<file path="src/rtl/ssf_pkg.sv">
// Shared package of the sector framer: geometry constants, queue command type
// and the nibble-table CRC-16 fold. No dependencies.
package ssf_pkg;

    localparam int SECTOR_BYTES      = 256;
    localparam int SECTORS_PER_TRACK = 16;
    localparam int QUEUE_DEPTH       = 2;

    localparam int OFFS_W  = (SECTOR_BYTES > 1) ? $clog2(SECTOR_BYTES) : 1;
    localparam int SECT_W  = (SECTORS_PER_TRACK > 1) ? $clog2(SECTORS_PER_TRACK) : 1;
    localparam int QPTR_W  = (QUEUE_DEPTH > 1) ? $clog2(QUEUE_DEPTH) : 1;
    localparam int QCNT_W  = $clog2(QUEUE_DEPTH + 1);

    localparam logic [7:0]  KEY_RESET = 8'hB3;
    localparam logic [15:0] CRC_INIT  = 16'hFFFF;

    localparam logic [15:0] NIB_TABLE [16] = '{
        16'h0000, 16'h1081, 16'h2102, 16'h3183, 16'h4204, 16'h5285, 16'h6306, 16'h7387,
        16'h8408, 16'h9489, 16'hA50A, 16'hB58B, 16'hC60C, 16'hD68D, 16'hE70E, 16'hF78F
    };

    typedef struct packed {
        logic       first;
        logic       last;
        logic       eot;
        logic [7:0] track;
        logic [7:0] sector_id;
        logic [7:0] data;
    } t_cmd;

    function automatic logic [15:0] crc_fold(input logic [15:0] crc, input logic [7:0] b);
        logic [15:0] c;
        c = {4'h0, crc[15:4]} ^ NIB_TABLE[crc[3:0] ^ b[3:0]];
        c = {4'h0, c[15:4]} ^ NIB_TABLE[c[3:0] ^ b[7:4]];
        return c;
    endfunction

endpackage

</file>
<file path="src/rtl/ssf_front.sv">
// Front end of the sector framer: accepts input bytes, tracks the position in
// the track and classifies each byte into a queue command. Uses ssf_pkg.
module ssf_front (
    input  logic          i_clk,
    input  logic          i_rst_n,
    input  logic          i_valid,
    output logic          o_ready,
    input  logic [7:0]    i_track,
    input  logic [7:0]    i_data,
    input  logic          i_full,
    output logic          o_push,
    output ssf_pkg::t_cmd o_cmd
);
    import ssf_pkg::*;

    logic [OFFS_W-1:0] r_offs;
    logic [SECT_W-1:0] r_sector;
    logic [OFFS_W-1:0] n_offs;
    logic [SECT_W-1:0] n_sector;
    logic              is_first;
    logic              is_last;
    logic              is_last_sector;

    assign o_ready        = !i_full;
    assign o_push         = i_valid && !i_full;
    assign is_first       = (r_offs == '0);
    assign is_last        = (r_offs == OFFS_W'(SECTOR_BYTES - 1));
    assign is_last_sector = (r_sector == SECT_W'(SECTORS_PER_TRACK - 1));

    always_comb begin
        o_cmd.first     = is_first;
        o_cmd.last      = is_last;
        o_cmd.eot       = is_last && is_last_sector;
        o_cmd.track     = i_track;
        o_cmd.sector_id = 8'(r_sector) + 8'd1;
        o_cmd.data      = i_data;
    end

    always_comb begin
        n_offs   = r_offs;
        n_sector = r_sector;
        if (o_push) begin
            if (is_last) begin
                n_offs   = '0;
                n_sector = is_last_sector ? '0 : r_sector + SECT_W'(1);
            end else begin
                n_offs = r_offs + OFFS_W'(1);
            end
        end
    end

    always_ff @(posedge i_clk) begin
        if (!i_rst_n) begin
            r_offs   <= '0;
            r_sector <= '0;
        end else begin
            r_offs   <= n_offs;
            r_sector <= n_sector;
        end
    end

endmodule

</file>
<file path="src/rtl/ssf_queue.sv">
// Short command queue between front and back of the sector framer.
// Uses ssf_pkg for the command type and depth.
module ssf_queue (
    input  logic          i_clk,
    input  logic          i_rst_n,
    input  logic          i_push,
    input  ssf_pkg::t_cmd i_cmd,
    output logic          o_full,
    input  logic          i_pop,
    output logic          o_valid,
    output ssf_pkg::t_cmd o_cmd
);
    import ssf_pkg::*;

    t_cmd              r_mem [QUEUE_DEPTH];
    logic [QPTR_W-1:0] r_wr_ptr;
    logic [QPTR_W-1:0] r_rd_ptr;
    logic [QCNT_W-1:0] r_count;

    assign o_full  = (r_count == QCNT_W'(QUEUE_DEPTH));
    assign o_valid = (r_count != '0);
    assign o_cmd   = r_mem[r_rd_ptr];

    function automatic logic [QPTR_W-1:0] ptr_inc(input logic [QPTR_W-1:0] p);
        return (p == QPTR_W'(QUEUE_DEPTH - 1)) ? '0 : p + QPTR_W'(1);
    endfunction

    always_ff @(posedge i_clk) begin
        if (i_push) begin
            r_mem[r_wr_ptr] <= i_cmd;
        end
    end

    always_ff @(posedge i_clk) begin
        if (!i_rst_n) begin
            r_wr_ptr <= '0;
            r_rd_ptr <= '0;
            r_count  <= '0;
        end else begin
            if (i_push) begin
                r_wr_ptr <= ptr_inc(r_wr_ptr);
            end
            if (i_pop) begin
                r_rd_ptr <= ptr_inc(r_rd_ptr);
            end
            if (i_push && !i_pop) begin
                r_count <= r_count + QCNT_W'(1);
            end else if (!i_push && i_pop) begin
                r_count <= r_count - QCNT_W'(1);
            end
        end
    end

endmodule

</file>
<file path="src/rtl/ssf_back.sv">
// Back end of the sector framer: sequences header, scrambled data and CRC bytes
// per command, folds the CRC and drives the output register. Uses ssf_pkg.
module ssf_back (
    input  logic          i_clk,
    input  logic          i_rst_n,
    input  logic          i_cfg_valid,
    input  logic [7:0]    i_cfg_data,
    input  logic          i_head_valid,
    input  ssf_pkg::t_cmd i_head,
    output logic          o_pop,
    output logic          o_valid,
    input  logic          i_ready,
    output logic [7:0]    o_byte,
    output logic          o_eos,
    output logic          o_eot,
    output logic          o_last
);
    import ssf_pkg::*;

    localparam logic [2:0] PH_H0   = 3'd0;
    localparam logic [2:0] PH_H1   = 3'd1;
    localparam logic [2:0] PH_TRK  = 3'd2;
    localparam logic [2:0] PH_SEC  = 3'd3;
    localparam logic [2:0] PH_DATA = 3'd4;
    localparam logic [2:0] PH_CRCH = 3'd5;
    localparam logic [2:0] PH_CRCL = 3'd6;

    logic [7:0]  r_key;
    logic        r_started;
    logic [2:0]  r_phase;
    logic [15:0] r_crc;
    logic        r_out_valid;
    logic [7:0]  r_out_byte;
    logic        r_out_eos;
    logic        r_out_eot;
    logic        r_out_last;

    logic        emit;
    logic [2:0]  cur_phase;
    logic [2:0]  n_phase;
    logic [7:0]  n_byte;
    logic        n_eos;
    logic        n_eot;
    logic        done;
    logic        do_fold;
    logic [7:0]  fold_in;
    logic [15:0] crc_base;
    logic [15:0] n_crc;

    assign emit      = i_head_valid && (!r_out_valid || i_ready);
    assign cur_phase = r_started ? r_phase : (i_head.first ? PH_H0 : PH_DATA);
    assign o_pop     = emit && done;

    always_comb begin
        n_byte  = 8'h00;
        n_eos   = 1'b0;
        n_eot   = 1'b0;
        done    = 1'b0;
        do_fold = 1'b0;
        fold_in = 8'h00;
        n_phase = PH_DATA;
        unique case (cur_phase)
            PH_H0: begin
                do_fold = 1'b1;
                n_phase = PH_H1;
            end
            PH_H1: begin
                do_fold = 1'b1;
                n_phase = PH_TRK;
            end
            PH_TRK: begin
                n_byte  = i_head.track;
                fold_in = i_head.track;
                do_fold = 1'b1;
                n_phase = PH_SEC;
            end
            PH_SEC: begin
                n_byte  = i_head.sector_id;
                fold_in = i_head.sector_id;
                do_fold = 1'b1;
                n_phase = PH_DATA;
            end
            PH_DATA: begin
                n_byte  = i_head.data ^ r_key;
                fold_in = i_head.data;
                do_fold = 1'b1;
                done    = !i_head.last;
                n_phase = PH_CRCH;
            end
            PH_CRCH: begin
                n_byte  = r_crc[15:8];
                n_phase = PH_CRCL;
            end
            PH_CRCL: begin
                n_byte = r_crc[7:0];
                n_eos  = 1'b1;
                n_eot  = i_head.eot;
                done   = 1'b1;
            end
            default: begin
                done = 1'b1;
            end
        endcase
    end

    assign crc_base = (cur_phase == PH_H0) ? CRC_INIT : r_crc;
    assign n_crc    = do_fold ? crc_fold(crc_base, fold_in) : r_crc;

    always_ff @(posedge i_clk) begin
        if (emit) begin
            r_crc      <= n_crc;
            r_out_byte <= n_byte;
            r_out_eos  <= n_eos;
            r_out_eot  <= n_eot;
            r_out_last <= done;
            r_phase    <= n_phase;
        end
    end

    always_ff @(posedge i_clk) begin
        if (!i_rst_n) begin
            r_key       <= KEY_RESET;
            r_started   <= 1'b0;
            r_out_valid <= 1'b0;
        end else begin
            if (i_cfg_valid) begin
                r_key <= i_cfg_data;
            end
            if (emit) begin
                r_started   <= !done;
                r_out_valid <= 1'b1;
            end else if (i_ready) begin
                r_out_valid <= 1'b0;
            end
        end
    end

    assign o_valid = r_out_valid;
    assign o_byte  = r_out_byte;
    assign o_eos   = r_out_eos;
    assign o_eot   = r_out_eot;
    assign o_last  = r_out_last;

endmodule

</file>
<file path="src/rtl/sap_sector_framer_crc16.sv">
// An accepted byte is queued, and its output bytes are then registered.
// Throughput: one output byte per cycle through the single output lane, unless
// stalled; a plain byte gives 1 output byte, the first of a sector 5, the last 3.
// Reset (synchronous, active low): track position to zero, queue and output
// register emptied, scramble key to 0xB3.
module sap_sector_framer_crc16 (
    input  logic        i_clk,
    input  logic        i_rst_n,
    input  logic        i_s_axis_tvalid,
    output logic        o_s_axis_tready,
    input  logic [15:0] i_s_axis_tdata,   // [7:0] track_number, [15:8] data_byte
    output logic        o_m_axis_tvalid,
    input  logic        i_m_axis_tready,
    output logic [7:0]  o_m_axis_tdata,   // [7:0] out_byte
    output logic        o_m_axis_tlast,
    output logic [1:0]  o_m_axis_tuser,   // [0] end_of_sector, [1] end_of_track
    input  logic        i_cfg_valid,
    output logic        o_cfg_ready,
    input  logic [7:0]  i_cfg_data
);
    import ssf_pkg::*;

    logic push;
    logic full;
    logic pop;
    logic head_valid;
    t_cmd push_cmd;
    t_cmd head_cmd;

    assign o_cfg_ready = 1'b1;

    ssf_front u_front (
        .i_clk   (i_clk),
        .i_rst_n (i_rst_n),
        .i_valid (i_s_axis_tvalid),
        .o_ready (o_s_axis_tready),
        .i_track (i_s_axis_tdata[7:0]),
        .i_data  (i_s_axis_tdata[15:8]),
        .i_full  (full),
        .o_push  (push),
        .o_cmd   (push_cmd)
    );

    ssf_queue u_queue (
        .i_clk   (i_clk),
        .i_rst_n (i_rst_n),
        .i_push  (push),
        .i_cmd   (push_cmd),
        .o_full  (full),
        .i_pop   (pop),
        .o_valid (head_valid),
        .o_cmd   (head_cmd)
    );

    ssf_back u_back (
        .i_clk        (i_clk),
        .i_rst_n      (i_rst_n),
        .i_cfg_valid  (i_cfg_valid),
        .i_cfg_data   (i_cfg_data),
        .i_head_valid (head_valid),
        .i_head       (head_cmd),
        .o_pop        (pop),
        .o_valid      (o_m_axis_tvalid),
        .i_ready      (i_m_axis_tready),
        .o_byte       (o_m_axis_tdata),
        .o_eos        (o_m_axis_tuser[0]),
        .o_eot        (o_m_axis_tuser[1]),
        .o_last       (o_m_axis_tlast)
    );

endmodule

</file>
<file path="config.mk">
export PLATFORM = sky130hd
export DESIGN_NAME = sap_sector_framer_crc16
export DESIGN_NICKNAME = d
export VERILOG_FILES = /design/src/rtl/ssf_pkg.sv /design/src/rtl/ssf_front.sv /design/src/rtl/ssf_queue.sv /design/src/rtl/ssf_back.sv /design/src/rtl/sap_sector_framer_crc16.sv
export SDC_FILE = /design/constraint.sdc
export NUM_CORES = 1
export LEC_CHECK = 0
export ABC_AREA = 1
export BUFFER_PORTS_ARGS = -buffer_cell sky130_fd_sc_hd__clkbuf_2
export CORE_MARGIN = 1.5
export CORE_UTILIZATION = 50
export DETAILED_ROUTE_END_ITERATION = 10
export GPL_TIMING_DRIVEN = 0
export HOLD_SLACK_MARGIN = 0.15
export PLACE_DENSITY_LB_ADDON = 0.05
export SLEW_MARGIN = 20
export SYNTH_ARGS = -nofsm -noshare
export SYNTH_HDL_FRONTEND = slang
export SYNTH_SLANG_ARGS = --single-unit
</file>
<file path="constraint.sdc">
create_clock -name i_clk -period 3.3 [get_ports i_clk]
set_input_delay 0 -clock i_clk [delete_from_list [all_inputs] [get_ports i_clk]]
set_output_delay 0 -clock i_clk [all_outputs]
set_load 0.01 [all_outputs]
</file>
==> flow_summary_export.csv <==
group,metric,value,unit
run_status,outcome,"complete, no violations",
power_and_ir_drop,power.density,917,nW/um^2
route,drt_iter0_drc,154,
floorplan,start_util,0.512,
power_and_ir_drop,leakagePower,2.69,nW
setup_path,cp_data_arrival_time,2430,ps
route,avgViaCountPerCell,4.92,
synth,synthCells,537,
power_and_ir_drop,power,5.41,mW
worst_hold_path,worstHoldPathType,"in -> reg",
clock_network,clk_latency,360,ps
timing,whs,165,ps
synth,yosysTopAreaCell,"edfxtp_1",
synth,syn_area_per_cell,9.27,sq um
route,wl_per_cell,13.7,um
setup_path,cp.required,3560,ps
synth,synth_nets,570,
placement,gp_congestion,0.896,
timing,hold_viol,0,
placement,pre_cts_ws,1130,ps
floorplan,die-area,10600,sq um
timing,maxSlewViolCount,0,
timing,fmax,459,MHz
grt,grt_pass1_vias,3628,
run,drv_cap,0,
synth,synthesis.area,4980,sq um
finish,area_growth_syn_to_layout,18.3,%
setup_path,crit_path_end,"u_queue.r_count[1]",
route,drc_errors,0,
timing,slew_headroom,0.490,
synth,synth-edff-count,78,
synth,yosysTopAreaCellShare,0.470,
floorplan,die_w,103,um
finish,drive_gt1_frac,0.170,
route,num_vias,3742,
finish,final_area,5890,sq um
timing,final.setup_skew,8.95,ps
clock_network,clkSinkCount,105,
synth,ys_top_cells_by_area,"edfxtp_1 47%, nand2_1 12%, dfxtp_1 11%, inv_1 5.2%, nand3_1 4.0%",
clock_network,cts_buffers,9,
floorplan,core,9730,sq um
timing,rsz0062_at_grt,"no",
setup_path,crit_path_start_kind,"flip-flop",
grt,globalRouteTotalUtil,0.214,
setup_path,crit_type,"reg -> reg",
clock_network,cts_max_level,3,
setup_path,path_max_fanout,10,
finish,final_util,0.606,
finish,fill_cells,867,
route,wl,10400,um
grt,grt_pass1_wl,16900,um
floorplan,placementRows,36,
synth,yosys_warnings,0,
grt,grt_antenna_before_repair,0,
placement,dpl_cell_area,5390,sq um
timing,setup_slack,1120,ps
placement,post-place-cells,711,
clock_network,clockBufferDepth,2,
setup_path,rrSetupSlack,1120,ps
clock_network,clockRootBuffer,"clkbuf_8",
finish,finalNonFillerCells,761,
clock_network,cts_tree,"yes",
setup_path,r2r-end,"u_queue.r_count[1]",
synth,ys_ff_latch,105,
power_and_ir_drop,peakVddDrop,0.455,mV
floorplan,fp.dieH,103,um
timing,worst_pin_slew,763,ps
setup_path,r2r.worst_path.cells,13,
clock_network,clk_pin_slew_worst_paths,100,ps
route,drt.antenna.violating_nets,0,
synth,yosysMostFrequentCell,"nand2_1",
timing,setup_tns,0,ps
timing,min_period,2180,ps
synth,synthArstFlopShare,0,
grt,overflow,0,
floorplan,pin_count,43,
grt,grt_max_degree,25,
synth,yosys-top-cells-count,"153 x nand2_1, 78 x edfxtp_1, 69 x inv_1",
route,drt_pass1_iterations,4,
finish,num_antenna_cells,0,
timing,finalCritPeriodShare,0.660,
synth,synth_ff_type,"edfxtp_1",
setup_path,crit_path_end_kind,"flip-flop",
finish,fin_nets,656,
placement,portBuffers,39,
placement,hpwl,7430,um
synth,ys_types,35,
worst_hold_path,min_from,"i_s_axis_tvalid",
synth,synth-seq-area-share,0.579,
timing,finalSetupViolCount,0,
[kinds of logic (layout without fill, tap and decap cells)]
logic type,count (synthesis),after routing,synth area share
other,1,1,0.000753
XOR/XNOR,17,17,0.0299
flip-flops,105,105,0.579
adder cells (fa/ha/maj),4,4,0.0101
AO/OA/AOI/OAI,45,45,0.0513
AND/OR/NAND/NOR,279,279,0.252
buffers and inverters,86,177,0.0769
[layout by cell type (no fill, tap or decap), drive strengths merged, types with 2 or more instances in the layout]
| cell | count |
|---|---|
| a21oi | 14 |
| a22oi | 4 |
| and2 | 5 |
| and3 | 2 |
| buf | 13 |
| clkbuf | 51 |
| clkinv | 5 |
| clkinvlp | 2 |
| dfxtp | 27 |
| dlygate4sd3 | 34 |
| edfxtp | 78 |
| ha | 4 |
| inv | 72 |
| nand2 | 172 |
| nand3 | 44 |
| nand3b | 2 |
| nand4 | 3 |
| nor2 | 46 |
| nor3 | 3 |
| o211ai | 5 |
| o21ai | 16 |
| o22ai | 5 |
| xnor2 | 5 |
| xor2 | 12 |
[where the power goes]
part / switching, mW / total (mW) / internal [mW] / leakage (nW)
combinational: 1.71 / 2.59 / 0.874 / 1.65
clock: 0.432 / 0.697 / 0.266 / 0.0799
sequential: 0.133 / 2.12 / 1.99 / 0.956
total: 2.28 / 5.41 / 3.13 / 2.69
[metal layers]
metal,track usage,part of all wire,vias up
li1,-,-,1917
met1,0.281,0.47,1721
met2,0.354,0.46,93
met3,0.0447,0.054,11
met4,0.0748,0.014,0
met5,0,0,-
[cell type report]
class                   instances  area (sq um)  share of cell area
flip-flops and latches        105          2880               0.489
multi-input cells             346          1730               0.294
repair buffers                 75           567              0.0962
inverters                      72           270              0.0459
well taps                     133           166              0.0282
clock buffers                   9           124              0.0210
plain buffers                  14           113              0.0191
clock inverters                 7          37.5             0.00637
[how the worst min path moves through the flow]
stage,endpoint,cells after the start
2_1_floorplan,u_queue.r_mem[0][0],0
3_3_place_gp,u_queue.r_mem[1][7],1
3_5_place_dp,u_queue.r_mem[0][13],1
4_1_cts,u_front.r_offs[0],4
5_1_grt,u_front.r_offs[1],3
6_report,u_front.r_offs[0],4
[timing repair]
action                                 in CTS  in global routing
endpoints found under the hold margin      46                  0
setup buffers                               0                  0
hold buffers                               34                  0
gates resized for setup                     0                  0
[worst max-delay path, cell delays in order (launching register included)]
cell and delay [ps]:
dfxtp_1 390, inv_2 130, nand2_2 80, nand3_2 100, nand2_2 120, buf_6 150, inv_2 50, nor2_2 110
nand2_1 140, ha_1 340, a21oi_1 120, o21ai_0 120, o21ai_0 160, a21oi_1 50
[flip-flops by register name, indices dropped and copies added, names as in the netlist, named ones only]
| signal | cells |
|---|---|
| u_queue.r_wr_ptr | 1 |
| u_back.r_started | 1 |
| u_back.r_key | 8 |
| u_back.o_valid | 1 |
| u_queue.r_rd_ptr | 1 |
| u_back.o_last | 1 |
| u_back.o_eos | 1 |
| u_back.o_byte | 8 |
| u_front.r_sector | 4 |
| u_front.r_offs | 8 |
| u_back.o_eot | 1 |
| u_queue.r_mem | 48 |
| u_back.r_crc | 16 |
| u_queue.r_count | 2 |
| u_back.r_phase | 3 |
Power figures use the tool's default switching activity.
